$ cat src/sv/ffba_pkg.sv
// shared types and constants of the first fit block allocator
package ffba_pkg;

    localparam int STAT_W = 3;
    localparam int BYTE_W = 13;
    localparam int WORDS_W = 13;
    localparam int CFG_W = 11;
    localparam int IN_DATA_W = 32;
    localparam int OUT_DATA_W = 32;

    localparam logic [CFG_W-1:0] CFG_RESET = 11'd1024;

    // operation codes
    localparam logic [1:0] OP_INIT  = 2'd0;
    localparam logic [1:0] OP_ALLOC = 2'd1;
    localparam logic [1:0] OP_FREE  = 2'd2;
    localparam logic [1:0] OP_QUERY = 2'd3;

    // status codes
    localparam logic [STAT_W-1:0] ST_OK      = 3'd0;
    localparam logic [STAT_W-1:0] ST_NOFIT   = 3'd1;
    localparam logic [STAT_W-1:0] ST_SMALL   = 3'd2;
    localparam logic [STAT_W-1:0] ST_BADFREE = 3'd3;
    localparam logic [STAT_W-1:0] ST_NOINIT  = 3'd4;

    // classified request handed from front to back
    typedef struct packed {
        logic [1:0]         op;
        logic [WORDS_W-1:0] words;
        logic [BYTE_W-1:0]  rel;
        logic [CFG_W-1:0]   pool_words;
    } cmd_t;

endpackage

$ cat src/sv/ffba_front.sv
// request intake: config register, word rounding and push into the queue
module ffba_front
    import ffba_pkg::*;
#(
    parameter int WORD_BYTES = 8
) (
    input  logic                 aclk,
    input  logic                 aresetn,
    input  logic                 s_tvalid,
    output logic                 s_tready,
    input  logic [IN_DATA_W-1:0] s_tdata,
    input  logic                 cfg_wr_en,
    input  logic [CFG_W-1:0]     cfg_wr_data,
    input  logic                 q_full,
    output logic                 q_push,
    output cmd_t                 q_cmd
);

    localparam int SH = 17;
    localparam int RECIP = (2 ** SH + WORD_BYTES - 1) / WORD_BYTES;
    localparam int PROD_W = 32;

    logic [CFG_W-1:0]   pool_words_reg;
    logic [CFG_W-1:0]   pool_words_next;
    logic [BYTE_W-1:0]  req;
    logic [PROD_W-1:0]  rounded;
    logic [PROD_W-1:0]  prod;
    logic [WORDS_W-1:0] words;

    // config register
    always_comb begin
        pool_words_next = pool_words_reg;
        if (cfg_wr_en) begin
            pool_words_next = cfg_wr_data;
        end
    end

    always_ff @(posedge aclk) begin
        if (!aresetn) begin
            pool_words_reg <= CFG_RESET;
        end else begin
            pool_words_reg <= pool_words_next;
        end
    end

    // round bytes up to words by reciprocal multiply, exact for 13 bit input
    assign req = s_tdata[14:2];
    assign rounded = PROD_W'(req) + PROD_W'(WORD_BYTES - 1);
    assign prod = rounded * PROD_W'(RECIP);
    assign words = (prod[SH +: WORDS_W] == '0) ? WORDS_W'(1) : prod[SH +: WORDS_W];

    // queue push
    assign s_tready = !q_full;
    assign q_push = s_tvalid && !q_full;
    assign q_cmd.op = s_tdata[1:0];
    assign q_cmd.words = words;
    assign q_cmd.rel = s_tdata[27:15];
    assign q_cmd.pool_words = pool_words_reg;

endmodule

$ cat config.mk
export PLATFORM = sky130hd
export DESIGN_NAME = ffba_front
export DESIGN_NICKNAME = d
export VERILOG_FILES = /design/src/sv/ffba_pkg.sv /design/src/sv/ffba_front.sv
export SDC_FILE = /design/constraint.sdc
export NUM_CORES = 1
export LEC_CHECK = 0
export ABC_AREA = 1
export BUFFER_PORTS_ARGS = -buffer_cell sky130_fd_sc_hd__buf_4
export CAP_MARGIN = 20
export CORE_ASPECT_RATIO = 0.6
export CORE_MARGIN = 1.5
export CORE_UTILIZATION = 36
export DETAILED_ROUTE_END_ITERATION = 7
export PLACE_DENSITY = 0.84
export RECOVER_POWER = 25
export SLEW_MARGIN = 20
export SYNTH_ARGS = -nofsm -noshare
export SYNTH_HDL_FRONTEND = slang
export SYNTH_SLANG_ARGS = --single-unit
$ cat constraint.sdc
create_clock -name aclk -period 2.82 [get_ports aclk]
set_clock_uncertainty 0.1 [all_clocks]
set_input_delay 0.846 -clock aclk [delete_from_list [all_inputs] [get_ports aclk]]
set_output_delay 0.846 -clock aclk [all_outputs]
set_load 0.02 [all_outputs]
---- Word-level counts from Yosys, hierarchy flattened ----
Cells that the tools add are included.
storage, ports and cells
  register bits after elaboration ......... 11
  latch bits .............................. 0
  RAM bits ................................ 0
  bits in read-only memories .............. 0
  input bits .............................. 48
  output and inout bits ................... 41
  word-level logic and storage cells ...... 6
  memories kept ........................... 0
cells by class
  add/subtract/negate cells ............... 1
  $mul .................................... 0
  divide/modulo/power cells ............... 0
  magnitude comparators ................... 0
  equal/unequal tests ..................... 0
  shifts and indexed selects .............. 0
  multiplexer cells ....................... 1
  bitwise logic cells ..................... 0
  reduce and logical (&&, ||, !) cells .... 3
operators by type and width
  cell                                            number
  adder 13 x 3 -> 14 bit (second input constant)  1
  logical NOT 13 bit                              1
  2-to-1 mux 11 bit                               1
  logical AND 1 bit                               1
  logical NOT 1 bit                               1

---- Depth between registers and ports, before layout ----
  depth in word-level cells ............... 3
  mapped depth ............................ 11
  mapped depth without buffers ............ 11

---- Worst setup path before layout ----
OpenSTA, ideal clock, no wires.
  path kind ............................... in2out
  start point ............................. in s_tdata[4]
  end point ............................... out q_cmd[24] in the netlist's numbering
  data arrival time ....................... 1.794 ns
  required time ........................... 1.874 ns
  slack ................................... 0.080 ns
  stages on the path ...................... 10
  buffers on the path ..................... 0
  path through ............................ nor2_4 -> nand2_4 -> nand2_1 -> inv_2 -> nand2_1 -> inv_2 -> nor2_2 -> nor2_2 -> nand2_1 -> nand2_1
RTL lines
  what         line              text
  from (decl)  ffba_front.sv:11  input logic [IN_DATA_W-1:0] s_tdata,
  to (decl)    ffba_front.sv:16  output cmd_t q_cmd

==> results.py <==
metrics = {
    "clock_network": {
        "cts_tree": "yes",
        "h-tree-depth": 1,
        "path_clk_slew_ns": 0.05,
        "numCtsBuffers": 3,
        "clockBufferDepth": 2,
        "ctsRootBufferMaster": "clkbuf_8",
        "clk_latency_ns": 0.24,
        "holdBufCountCts": 0,
        "cts.sinks": 11,
    },
    "floorplanning": {
        "std_cell_rows": 13,
        "die_h_um": 41.7,
        "dieArea_um2": 2820,
        "start_util": 0.398,
        "coreArea_um2": 2260,
        "ios": 89,
        "dieWidth_um": 67.5,
    },
    "setup_path": {
        "critPathCaptureType": "output pin",
        "reg2reg_slack_ns": 2.09,
        "crit_required_ns": 1.87,
        "ff2ff_path_depth": 2,
        "crit_path_max_fanout": 8,
        "worstSetupStartpointType": "input port",
        "cp.arrival_ns": 1.96,
        "critical_path_class": "in -> out",
    },
    "timing": {
        "timing.hold.ws_ns": 0.369,
        "fmax_mhz": 344,
        "setup_viol": 1,
        "slew_viol_final": 0,
        "hold_viol": 0,
        "rsz0062_at_grt": "yes",
        "period_needed_ns": 2.91,
        "layout_setup_ws_ns": -0.0868,
        "fin_crit_sh": 1.03,
    },
    "worst_hold_path": {
        "worstHoldPathType": "reg -> reg",
        "whs_path_depth": 2,
    },
    "yosys": {
        "yosysSeqAreaShare": 0.245,
        "synth_area_leader_cell": "dfxtp_1",
        "ys_ff_latch": 11,
        "synth_top_area_frac": 0.245,
        "synthCells": 150,
        "ys_types": 18,
        "avgSynthCellArea_um2": 6.00,
        "syn_area_um2": 900,
        "yosysWarnings": 0,
        "synth.area.top_cells": "dfxtp_1, buf_4, nand2_1, nor2_1, inv_1",
    },
    "route": {
        "totalWireLength_um": 2740,
        "vias_per_cell": 4.53,
        "wl_per_cell_um": 12.0,
        "first_iter_violations": 46,
        "vias": 1037,
        "dr.pass1.iters": 6,
        "antenna_left": 0,
        "drc": 0,
    },
    "power": {
        "power_density_nw_per_um2": 353,
        "power_frac_seq": 0.326,
        "pwr-share-comb": 0.379,
        "swShare": 0.319,
        "p_clk_frac": 0.296,
        "p_int_w": 0.000360,
        "vdd_drop_max_mv": 0.304,
        "p_total_w": 0.000528,
        "p_leak_nw": 0.799,
        "p_sw_w": 0.000169,
    },
    "placement": {
        "io_buffer_count": 52,
        "postPlaceCellArea_um2": 1240,
        "place_congestion": 0.868,
        "hpwl_um": 1980,
    },
    "layout": {
        "nets": 248,
        "finalInstanceArea_um2": 1500,
        "largest_reg_flops": 11,
        "diodes": 0,
        "final_cell_mix": "buf_4, nor2_1, nand2_1, inv_1, nand2_2",
        "layout_commonest_cell": "buf_4",
        "drive_above_1_share": 0.523,
        "areaGrowthSynthToFinish_pct": 66.2,
        "fillers": 196,
    },
    "outcome": {
        "status": "complete, but fails checks",
        "violations": "negative setup slack",
    },
    "grt": {
        "antenna_found_initial": 0,
        "grt_usage": 0.190,
        "grt_overflow": 0,
        "grt_pass1_wl_um": 4180,
        "grt_max_degree": 13,
        "grt_pass1_vias": 974,
    },
    "run": {
        "drv_cap": 0,
    },
}
logic make-up (layout without fill, tap and decap cells):
family / count (synthesis) / in the layout / synth area share
AO/OA/AOI/OAI: 11 / 11 / 0.0612
buffers and inverters: 41 / 89 / 0.242
flip-flops: 11 / 11 / 0.245
other: 1 / 2 / 0.00417
AND/OR/NAND/NOR: 86 / 86 / 0.448
synth_stat cells, drive strengths merged:
master   n
a21oi    1
buf     17
clkbuf   3
conb     1
dfxtp   11
inv     21
nand2   37
nand3    9
nand3b   1
nand4    4
nor2    35
o21ai   10
worst max-delay path, stage by stage:
cell	delay, ns
buf_6	0.10
nor2_4	0.17
nand2_8	0.10
nand2_4	0.08
inv_4	0.04
nand2_4	0.06
nand2_2	0.06
nand2_2	0.07
nand2_1	0.06
nor2_1	0.09
nand2_1	0.06
nand2_1	0.09
buf_6	0.13
cell type report:
type                            instances  area (um^2)  area share
Sequential cell                        11          220       0.147
Tap cell                               30         37.5      0.0251
Multi-Input combinational cell         99          569       0.381
Clock buffer                            4         45.0      0.0301
Timing Repair Buffer                   64          539       0.361
Inverter                               21         83.8      0.0561
per-layer routing:
layer	vias to the layer above	GRT usage	part of all wire
met5	-	0	0
met4	0	0.0612	0.0066
met3	4	0.0542	0.048
met2	33	0.278	0.46
met1	464	0.265	0.48
li1	536	-	-
per-stage QoR:
stage / setup TNS [ns] / utilization / cells / setup WS (ns)
6_report: -0.0868 / 0.661 / 229 / -0.0868
5_1_grt: -0.187 / 0.661 / 229 / -0.183
4_1_cts: -0.0407 / 0.623 / 228 / -0.0407
3_5_place_dp: -0.130 / 0.551 / 220 / -0.128
3_3_place_gp: -0.0795 / 0.551 / 220 / -0.0795
2_1_floorplan: 0 / - / 151 / 0.0799
what timing repair did:
action	in CTS	in global routing
pin swaps	14	20
gates cloned	0	0
setup buffers	4	2
setup endpoints to repair	3	4
gates resized for setup	25	23
power by group through the flow:
stage          Combinational, W  Clock (W)  Sequential (W)
6_report               0.000200   0.000156        0.000172
5_1_grt                0.000214   0.000169        0.000173
4_1_cts                0.000185   0.000159        0.000172
3_5_place_dp           0.000166          0        0.000175
3_3_place_gp           0.000164          0        0.000175
2_1_floorplan         0.0000999          0        0.000188
worst paths after layout:
kind	start	endpoint
setup / recovery	s_tdata[4]	q_cmd[24]
setup reg to reg	pool_words_reg[5]	pool_words_reg[5]
hold / removal	pool_words_reg[10]	pool_words_reg[10]
hold reg to reg	pool_words_reg[10]	pool_words_reg[10]
Note: power is estimated with default switching activity, not from simulation.
