### config.mk
export PLATFORM = sky130hd
export DESIGN_NAME = ffba_queue
export DESIGN_NICKNAME = d
export VERILOG_FILES = /design/src/sv/ffba_pkg.sv /design/src/sv/ffba_queue.sv
export SDC_FILE = /design/constraint.sdc
export NUM_CORES = 1
export LEC_CHECK = 0
export BUFFER_PORTS_ARGS = -buffer_cell sky130_fd_sc_hd__buf_2
export CAP_MARGIN = 10
export CORE_ASPECT_RATIO = 0.9
export CORE_MARGIN = 2
export CORE_UTILIZATION = 55
export CTS_CLUSTER_DIAMETER = 100
export DETAILED_ROUTE_END_ITERATION = 8
export PLACE_DENSITY = 0.9
export SLEW_MARGIN = 10
export SYNTH_ARGS = -nofsm -noshare
export SYNTH_HDL_FRONTEND = slang
export SYNTH_SLANG_ARGS = --single-unit
### constraint.sdc
create_clock -name aclk -period 4.14 [get_ports aclk]
set_clock_uncertainty 0.15 [all_clocks]
set_input_delay 0.207 -clock aclk [delete_from_list [all_inputs] [get_ports aclk]]
set_output_delay 0.207 -clock aclk [all_outputs]
set_load 0.005 [all_outputs]
### src/sv/ffba_pkg.sv
// shared types and constants of the first fit block allocator
package ffba_pkg;

    localparam int STAT_W = 3;
    localparam int BYTE_W = 13;
    localparam int WORDS_W = 13;
    localparam int CFG_W = 11;
    localparam int IN_DATA_W = 32;
    localparam int OUT_DATA_W = 32;

    localparam logic [CFG_W-1:0] CFG_RESET = 11'd1024;

    // operation codes
    localparam logic [1:0] OP_INIT  = 2'd0;
    localparam logic [1:0] OP_ALLOC = 2'd1;
    localparam logic [1:0] OP_FREE  = 2'd2;
    localparam logic [1:0] OP_QUERY = 2'd3;

    // status codes
    localparam logic [STAT_W-1:0] ST_OK      = 3'd0;
    localparam logic [STAT_W-1:0] ST_NOFIT   = 3'd1;
    localparam logic [STAT_W-1:0] ST_SMALL   = 3'd2;
    localparam logic [STAT_W-1:0] ST_BADFREE = 3'd3;
    localparam logic [STAT_W-1:0] ST_NOINIT  = 3'd4;

    // classified request handed from front to back
    typedef struct packed {
        logic [1:0]         op;
        logic [WORDS_W-1:0] words;
        logic [BYTE_W-1:0]  rel;
        logic [CFG_W-1:0]   pool_words;
    } cmd_t;

endpackage

### src/sv/ffba_queue.sv
// two entry request queue between front and back
module ffba_queue
    import ffba_pkg::*;
(
    input  logic aclk,
    input  logic aresetn,
    input  logic push,
    input  cmd_t push_cmd,
    output logic full,
    input  logic pop,
    output cmd_t head,
    output logic empty
);

    cmd_t       slot_reg [2];
    logic       wr_ptr_reg;
    logic       wr_ptr_next;
    logic       rd_ptr_reg;
    logic       rd_ptr_next;
    logic [1:0] count_reg;
    logic [1:0] count_next;

    assign full = (count_reg == 2'd2);
    assign empty = (count_reg == 2'd0);
    assign head = slot_reg[rd_ptr_reg];

    // pointers and fill count
    always_comb begin
        wr_ptr_next = push ? !wr_ptr_reg : wr_ptr_reg;
        rd_ptr_next = pop ? !rd_ptr_reg : rd_ptr_reg;
        count_next = count_reg;
        if (push && !pop) begin
            count_next = count_reg + 2'd1;
        end else if (pop && !push) begin
            count_next = count_reg - 2'd1;
        end
    end

    always_ff @(posedge aclk) begin
        if (!aresetn) begin
            wr_ptr_reg <= 1'b0;
            rd_ptr_reg <= 1'b0;
            count_reg <= 2'd0;
        end else begin
            wr_ptr_reg <= wr_ptr_next;
            rd_ptr_reg <= rd_ptr_next;
            count_reg <= count_next;
        end
    end

    // entry storage
    always_ff @(posedge aclk) begin
        if (push) begin
            slot_reg[wr_ptr_reg] <= push_cmd;
        end
    end

endmodule

# Word-level counts from Yosys, hierarchy flattened
# Memories as Yosys holds them, arrays and structs flattened. A register that Yosys moved wholly into a read port is not among the register bits.
# Index checks and enable logic that the tools add are counted.
# classes
add_sub_neg	2
eq_ne	1
muxes	6
reduce_logical	8
# op_table
op	n
1-bit logical NOT	4
1-bit 2-to-1 mux	4
2-bit 2-to-1 mux	2
2-bit by 1-bit adder with 2-bit output (second input constant)	1
2-bit == test (second input constant)	1
1-bit logical AND	2
2-bit logical NOT	1
2-bit nonzero test	1
2-bit by 1-bit subtractor with 2-bit output (second input constant)	1
# word_totals
register_bits	4
ramBits	78
out_inout_bits	41
elab_cells	21
mem_count	1
# mem_list
memory	depth	width	read_ports	rd_clocked_by_memory_dff	write_ports	line	rtl
slot_reg	2	39	1	1	1	ffba_queue.sv:15	cmd_t slot_reg [2];

# Depth between registers and ports, before layout
# Gate-level depths: netlist of run 1.
# depth
depth_word	4
ltp_mapped	5
mapped_depth_nobuf	5

# Worst setup path after synthesis of run 1
# No wires, ideal clock.
# synth_timing
path_type	register -> register
startpoint	reg wr_ptr_reg
endpoint	mem slot_reg[0][0] (netlist name), enable pin
setup_ns	0.441
arrival_time_ns	2.082
setup_slack_ns	1.467
stages_incl_launch_ff	2
synth_period_minus_slack_ns	2.673
cell_sequence	dfxtp_1 > nor2b_1
# synth_rtl
item	line	rtl
start: declaration	ffba_queue.sv:16	logic wr_ptr_reg;
start signal: assignment	ffba_queue.sv:45	wr_ptr_reg <= wr_ptr_next;
end: declaration	ffba_queue.sv:15	
# Straight into the memory's write port.

==> results of run 1 <==
## cell type report
cell class	instances	area [um^2]
Timing Repair Buffer	123	815.8
Sequential cell	83	2444
Multi-Input combinational cell	55	563.0
Inverter	1	3.754
Fill cell	311	1169
Tap cell	67	83.83
Clock buffer	10	127.6
Clock inverter	6	80.08
## where the power goes
part / total (mW) / internal, mW / leakage (nW) / switching (mW)
clock network: 0.590 / 0.335 / 0.101 / 0.255
logic: 0.188 / 0.115 / 0.703 / 0.0728
registers: 0.996 / 0.968 / 0.774 / 0.0283
## placed cells by master, fill, tap and decap left out
master and n:
clkinv_1 2, nor2b_4 1, edfxtp_1 78, xnor2_1 1, a21boi_1 1, dlygate4sd3_1 40, bufinv_16 2, clkbuf_8 9
or3_1 1, and2b_2 1, clkinv_2 1, clkbuf_1 1, and2_2 1, xor2_1 2, and2_1 3, ha_1 1
nor2b_1 1, clkinvlp_4 1, dfxtp_1 4, o21ai_0 1, o21a_1 1, buf_2 83, mux2_2 39, nor2_1 1
inv_1 1, dfxtp_2 1
## worst paths after layout
path                endpoint  slack, ns  cells past startpoint
min reg2reg     count_reg[1]       0.36                      2
max                  head[5]       1.90                      2
max reg2reg  slot_reg[0][37]       2.37                      1
min                 register       0.07                      3
## per-layer routing
metal	vias to the layer above	share of wire, %	routed length [um]	track usage, %
li1	816	-	-	-
met1	833	40	2218	21.60
met2	67	53	2941	33.87
met3	7	6.5	363	6.917
met4	0	0.95	53	5.926
met5	-	0	0	0
## cell families (layout without fill, tap and decap cells)
family	Yosys count	count (layout)	synth area share, %
and+or+nand+nor	9	9	1.859
buffers and inverters	5	140	1.074
adders and majority gates	1	1	0.4130
muxes	39	39	14.50
AOI/OAI and AO/OA	3	3	0.6609
DFF	83	83	80.63
xor gates and xnor gates	3	3	0.8676
## repair_timing
item | 4_1_cts | 5_1_grt
endpoints found under the hold margin | 83 | 0
endpoints found under the setup margin | 0 | 0
gates resized for setup | 0 | 0
hold buffers | 40 | 0
## stage by stage
step / worst slack (ns) / cells / area (um^2) / utilization [%]
after global placement: 2.264 / 289 / 3510 / 66.39
after CTS: 1.890 / 345 / 4118 / 77.89
after detailed placement: 2.274 / 289 / 3510 / 66.39
final: 1.904 / 345 / 4118 / 77.89
after floorplan: 1.467 / 143 / 3029 / -
after global routing: 1.803 / 345 / 4118 / 77.89
## worst max-delay path, delay by kind of cell, from the launching register on
kind | cells | cell delay (ns)
flip-flops | 1 | 0.95
multiplexers | 1 | 0.42
buffers and inverters | 1 | 0.14
==> flow_metrics.tcl, run 1 <==
set metrics [dict create \
    ys_warn_count 0 \
    gp_congestion 0.6580 \
    power_mw 1.774 \
    rsz0062_at_grt "false" \
    initialDrtViolationCount 76 \
    r2r-start "wr_ptr_reg" \
    core_mm2 0.005286 \
    path_clk_slew_ns 0.07 \
    cts_tree "yes" \
    diodes 0 \
    status "completed" \
    ys_seq_elements 83 \
    antenna_found_initial 0 \
    cts.sinks 83 \
    synth_area_leaders "edfxtp_1, mux2_2, dfxtp_1, and2_1, xor2_1" \
    criticalPathCategory "register to output port" \
    grt_pass1_vias 1793 \
    synth_most_common_cell "edfxtp_1" \
    fin_crit_sh_pct 54.02 \
    h-tree-depth 3 \
    start_util_pct 57.30 \
    tns_ns 0 \
    ctsRootBufferMaster "clkbuf_8" \
    dieHeight_um 74.41 \
    layout-drive-gt1-share_pct 50.00 \
    min_period_ns 2.236 \
    fmax_mhz 447.2 \
    finalSetupViolCount 0 \
    max_stage_delay_ns 0.95 \
    worstPathCellList "mux2_2 -> buf_2" \
    crit_required_ns 3.78 \
    hold_ws_ns 0.06715 \
    critPathCaptureType "output port" \
    cap_viol_max_count 0 \
    syn-cell-area_mm2 0.003029 \
    portBuffers 83 \
    largest_reg_flops 78 \
    synth_edf_count 78 \
    grt_max_degree 41 \
    yosys-top-cells-count "edfxtp_1, mux2_2, dfxtp_1" \
    post-route-drc-count 0 \
    syn_inst 143 \
    viasPerCell 4.994 \
    nNetsFinal 317 \
    cts_made_buffers 9 \
    syn-num-nets 187 \
    die_w_um 82.23 \
    relSlewSlack_pct 25.70 \
    synth_top_cell_by_area "edfxtp_1" \
    syn_to_final_growth_pct 35.94 \
    ant_nets 0 \
    io_pins 84 \
    p_leak_nw 1.579 \
    rows 25 \
    async_flop_share_pct 0 \
    dieArea_mm2 0.006118 \
    synth-main-ff-cell "edfxtp_1" \
    first_pass_iters 4 \
    clock_path_buffers 2 \
    yosysTopAreaCellShare_pct 77.32 \
    wl_mm 5.576 \
    vias 1723 \
    worstMarginPinSlew_ns 1.112 \
    synth_seq_area_share_pct 80.63 \
    grt_pass1_wl_mm 8.224 \
    cts_setup_buffers 0 \
    finalMaxSlewViolations 0 \
    syn_avg_cell_area_um2 21.18 \
    wire_per_inst_um 16.16 \
    hold_violations 0 \
    crit_arrival_ns 1.88 \
    yosysUniqueCellTypes 18 \
    cp_slowest_cell "dfxtp_2" \
    grt-ovfl-total 0 \
    powerDensity_mw_per_mm2 430.9 \
    crit_fanout 39 \
    hp-start "pop" \
    ir_worst_vdd_uv 376.3 \
    dpl.hpwl_mm 3.181 \
    grtUsageTotal_pct 19.10 \
    clk_latency_ns 0.33 \
    cp-start-kind "register" \
    hold_path.class "input port to register" \
]
No activity file was read; power rests on OpenSTA's default activity.
==> inputs of run 2 (changes only) <==
ABC_AREA = 1   (was not set)
CORE_UTILIZATION = 46   (was 55)
PLACE_DENSITY = 0.81   (was 0.9)
clock period = 1.9 ns   (was 4.14 ns; I/O delays follow)
==> flow_metrics.tcl, run 2 <==
set metrics [dict create \
    status "completed" \
    core_mm2 0.006551 \
    crit_required_ns 1.65 \
    intPower_mw 2.963 \
    grtUsageTotal_pct 16.08 \
    cts.sinks 83 \
    h-tree-depth 3 \
    layout.cells.non_filler 389 \
    hold_path.class "input port to register" \
    cts_made_buffers 9 \
    grt_max_degree 30 \
    use_met1_pct 19.06 \
    finalSetupViolCount 0 \
    met3_usage_pct 3.028 \
    ctsRootBufferMaster "clkbuf_8" \
    criticalPathCategory "register to output port" \
    max_stage_delay_ns 0.53 \
    cap_viol_max_count 0 \
    grt_pass1_vias 1853 \
    p_leak_nw 1.673 \
    clk_latency_ns 0.34 \
    viasPerCell 4.591 \
    layout-drive-gt1-share_pct 47.83 \
    cp_slowest_cell "dfxtp_2" \
    synth_top_cell_by_area "edfxtp_1" \
    dpl.hpwl_mm 3.328 \
    syn_avg_cell_area_um2 19.79 \
    power_mw 3.758 \
    clock_path_buffers 2 \
    critPathTopFamily "flip-flops" \
    relSlewSlack_pct 73.34 \
    min_period_ns 1.826 \
    io_pins 84 \
    path_clk_slew_ns 0.08 \
    r2r-start "wr_ptr_reg" \
    grt-ovfl-total 0 \
    final_common_cell "buf_2" \
    ctsResizeCount 0 \
    syn_inst 156 \
    worstMarginPinSlew_ns 0.3999 \
    initialDrtViolationCount 42 \
    largest_reg_flops 78 \
    power.switching_mw 0.7948 \
    crit_fanout 18 \
    synth_most_common_cell "edfxtp_1" \
    finalMaxSlewViolations 0 \
    vias 1786 \
    tns_ns 0 \
    grt_use_met2_pct 28.27 \
    syn-num-nets 200 \
    hold_violations 0 \
    syn_to_final_growth_pct 37.93 \
    portBuffers 83 \
    rows 28 \
    p_seq_share_pct 57.1 \
    ys_warn_count 0 \
    dieArea_mm2 0.007386 \
    hp-start "push_cmd[27]" \
    rsz0062_at_grt "false" \
    powerDensity_mw_per_mm2 882.3 \
    start_util_pct 47.14 \
    grt_pass1_wl_mm 8.790 \
    p_clk_share_pct 31.5 \
    critPathCaptureType "output port" \
    fin_crit_sh_pct 96.09 \
    dp.cells 331 \
    die_w_um 90.37 \
    synth-main-ff-cell "edfxtp_1" \
    first_pass_iters 4 \
    synth_seq_area_share_pct 79.09 \
    comb_power_share_pct 11.4 \
    antenna_found_initial 0 \
    crit_arrival_ns 1.58 \
    ir_worst_vdd_uv 532.8 \
    diodes 0 \
    post-route-drc-count 0 \
    dieHeight_um 81.73 \
    ant_nets 0 \
    worstPathCellList "buf_12 -> mux2_2 -> buf_2" \
    cp-start-kind "register" \
    ys_seq_elements 83 \
    synth_edf_count 78 \
    wire_per_inst_um 14.15 \
    async_flop_share_pct 0 \
    layout_common_cells "buf_2, edfxtp_1, dlygate4sd3_1, mux2_2, mux2_4" \
    syn-cell-area_mm2 0.003088 \
    gp_congestion 0.6798 \
    synth_area_leaders "edfxtp_1, mux2_2, mux2_4, dfxtp_1, nor2_1" \
    cp_num_buf_inv 2 \
    yosys-top-cells-count "edfxtp_1, mux2_2, mux2_4" \
    yosysTopAreaCellShare_pct 75.85 \
    fmax_mhz 547.7 \
    yosysUniqueCellTypes 15 \
    nNetsFinal 338 \
    p_sw_share_pct 21.15 \
    wl_mm 5.503 \
    top_usage_layer "met2" \
    cts_tree "yes" \
]
-- run 2: area by class of cell --
type / instances / area (um^2)
well taps: 90 / 112.6
repair buffers: 131 / 905.9
flip-flops and latches: 83 / 2444
clock inverters: 5 / 53.80
clock buffers: 11 / 131.4
inverters: 8 / 30.03
fillers: 488 / 2292
multi-input cells: 61 / 581.8
-- run 2: metal layers --
layer  vias up  wire (um)
met3         9        228
li1        859          -
met1       857       2280
met5         -          0
met2        61       2881
met4         0        113
-- run 2: what timing repair did --
action                                 in CTS  in global routing
endpoints found under the hold margin      83                  0
hold buffers                               42                  0
setup buffers                               0                  0
-- run 2: worst reg2reg max path: cells and delay by family (launching register included) --
| kind | cells | cell delay (ns) |
|---|---|---|
| DFF | 1 | 0.40 |
| and+or+nand+nor | 1 | 0.10 |
| buffers and inverters | 2 | 0.43 |
-- run 2: logic make-up after synthesis --
| logic type | share of synthesized area [%] |
|---|---|
| compound gates | 0.3238 |
| fa+ha+maj | 0.4051 |
| buf+inv | 2.309 |
| flops | 79.09 |
| mux | 15.44 |
| simple gates | 2.431 |
-- run 2: worst paths after layout --
kind | slack [ns] | endpoint | depth (start not counted)
setup / recovery | 0.07 | head[37] | 3
hold / removal | 0.33 | slot_reg[1][27] | 2
setup reg to reg | 0.47 | slot_reg[1][24] | 3
hold reg to reg | 0.36 | rd_ptr_reg | 2
-- run 2: power groups by stage --
| stage | Combinational, mW | Clock [mW] | Sequential (mW) |
|---|---|---|---|
| final | 0.429 | 1.18 | 2.14 |
| after CTS | 0.433 | 1.23 | 2.14 |
| after global routing | 0.471 | 1.29 | 2.16 |
| after floorplan | 0.201 | 0 | 2.17 |
| after detailed placement | 0.364 | 0 | 2.19 |
| after global placement | 0.355 | 0 | 2.18 |
-- run 2: metrics by stage --
step	worst slack [ns]	utilization, %	hold WS, ns	instance area (um^2)
final	0.07430	65.01	0.3307	4259
after global routing	0.003049	65.01	0.3240	4259
after CTS	0.04751	65.01	0.3058	4259
after detailed placement	0.4336	55.77	0.1363	3654
after global placement	0.4662	55.77	0.1322	3654
after floorplan	0.1306	-	0.04387	3095
==> inputs of run 3 (changes only) <==
RECOVER_POWER = 100   (was not set)
==> flow_metrics.tcl, run 3 (same netlist as run 2, synthesis figures left out) <==
set metrics [dict create \
    cts_setup_buffers 0 \
    syn_to_final_growth_pct 34.28 \
    layout_common_cells "edfxtp_1, clkbuf_1, dlygate4sd3_1, buf_2, mux2_2" \
    clk_latency_ns 0.34 \
    met2_length_mm 2.904 \
    cts.sinks 83 \
    min_period_ns 1.795 \
    first_pass_iters 4 \
    powerDensity_mw_per_mm2 898.1 \
    viasPerCell 4.604 \
    crit_fanout 12 \
    vias 1791 \
    holdBufCountCts 42 \
    grt-ovfl-total 0 \
    wl_mm 5.535 \
    finalMaxSlewViolations 0 \
    critPathCaptureType "output port" \
    hp-start "push_cmd[11]" \
    cap_viol_max_count 0 \
    worstPathCellList "buf_6 -> mux2_2 -> buf_2" \
    core_mm2 0.006551 \
    met1_length_mm 2.284 \
    rows 28 \
    io_pins 84 \
    worstMarginPinSlew_ns 0.7690 \
    p_leak_nw 1.518 \
    diodes 0 \
    max_stage_delay_ns 0.51 \
    cp_slowest_cell "dfxtp_2" \
    tns_ns 0 \
    hold_ws_ns 0.3308 \
    post-route-drc-count 0 \
    path_clk_slew_ns 0.08 \
    largest_reg_flops 78 \
    grt_pass1_vias 1853 \
    layout-drive-gt1-share_pct 30.10 \
    grtUsageTotal_pct 16.08 \
    fin_crit_sh_pct 94.46 \
    die_w_um 90.37 \
    worstRegToRegCells 3 \
    comb_power_share_pct 10.5 \
    p_seq_share_pct 57.6 \
    wl_met3_um 235 \
    final_common_cell "edfxtp_1" \
    grt_pass1_wl_mm 8.790 \
    relSlewSlack_pct 48.73 \
    antenna_found_initial 0 \
    cts_made_buffers 9 \
    status "completed" \
    crit_arrival_ns 1.55 \
    ant_nets 0 \
    fmax_mhz 557.2 \
    ctsRootBufferMaster "clkbuf_8" \
    initialDrtViolationCount 53 \
    clock_path_buffers 2 \
    hold_path.class "input port to register" \
    p_sw_share_pct 21.40 \
    crit_required_ns 1.65 \
    gp_congestion 0.6798 \
    wire_per_inst_um 14.23 \
    dieHeight_um 81.73 \
    final.fill_count 543 \
    intPower_mw 2.927 \
    ctsResizeCount 0 \
    power_mw 3.724 \
    dpl.hpwl_mm 3.328 \
    route.top_layer_used "met4" \
    p_clk_share_pct 31.9 \
    dieArea_mm2 0.007386 \
    grt_max_degree 30 \
    criticalPathCategory "register to output port" \
    cp-start-kind "register" \
    hold_violations 0 \
    whs_path_depth 2 \
    r2r-start "wr_ptr_reg" \
    portBuffers 83 \
    cts_tree "yes" \
    finalSetupViolCount 0 \
    rsz0062_at_grt "false" \
    nNetsFinal 338 \
    start_util_pct 47.14 \
    crit-reg2reg-capture "slot_reg[1][24]" \
    ff2ff_setup_slack_ns 0.26 \
    power.switching_mw 0.7969 \
    ir_worst_vdd_uv 535.6 \
    h-tree-depth 3 \
    min_to "slot_reg[0][11]" \
]
==> run 3: changes by cell type in the layout (fill, tap and decap cells not counted), sizes merged <==
cell,previous run,this run
buf,89,42
clkbuf,11,58
==> run 3: area by class of cell <==
| class | count | area [um^2] | area share, % |
|---|---|---|---|
| flip-flops and latches | 83 | 2444 | 58.93 |
| multi-input cells | 61 | 540.5 | 13.04 |
| repair buffers | 131 | 834.6 | 20.13 |
| clock inverters | 5 | 53.80 | 1.298 |
| inverters | 8 | 30.03 | 0.7242 |
| clock buffers | 11 | 131.4 | 3.168 |
| well taps | 90 | 112.6 | 2.716 |
==> run 3: worst max path at each step <==
stage                    start         endpoint  slack, ns  cells after the start
global route              push  slot_reg[0][12]      0.008                      5
finish                register          head[9]       0.11                      3
global placement      register         head[19]       0.47                      3
floorplan           wr_ptr_reg   slot_reg[1][0]       0.13                      2
CTS                   register         head[14]       0.05                      3
detailed placement    register         head[14]       0.43                      3
==> run 3: per-layer routing <==
layer,up-vias,global-route usage [%]
li1,861,-
met1,860,19.06
met2,61,28.27
met3,9,3.028
met4,0,9.231
met5,-,0
==> run 3: metrics by stage <==
| step | cells | utilization, % | setup WS [ns] | instance area (um^2) |
|---|---|---|---|---|
| after detailed placement | 331 | 55.77 | 0.4336 | 3654 |
| after floorplan | 156 | - | 0.1306 | 3095 |
| after CTS | 389 | 65.01 | 0.04751 | 4259 |
| after global routing | 389 | 63.29 | 0.007681 | 4146 |
| final | 389 | 63.29 | 0.1053 | 4146 |
| after global placement | 331 | 55.77 | 0.4662 | 3654 |
==> run 3: worst max-delay path, delay by kind of cell, from the launching register on <==
family,cells,cell delay [ns]
flip-flops,1,0.51
multiplexers,1,0.35
buffers and inverters,2,0.35
==> run 3: power by group through the flow <==
stage | registers (mW) | logic [mW] | clock network [mW]
global route | 2.15 | 0.433 | 1.29
finish | 2.14 | 0.391 | 1.19
detailed placement | 2.19 | 0.364 | 0
floorplan | 2.17 | 0.201 | 0
global placement | 2.18 | 0.355 | 0
CTS | 2.14 | 0.433 | 1.23
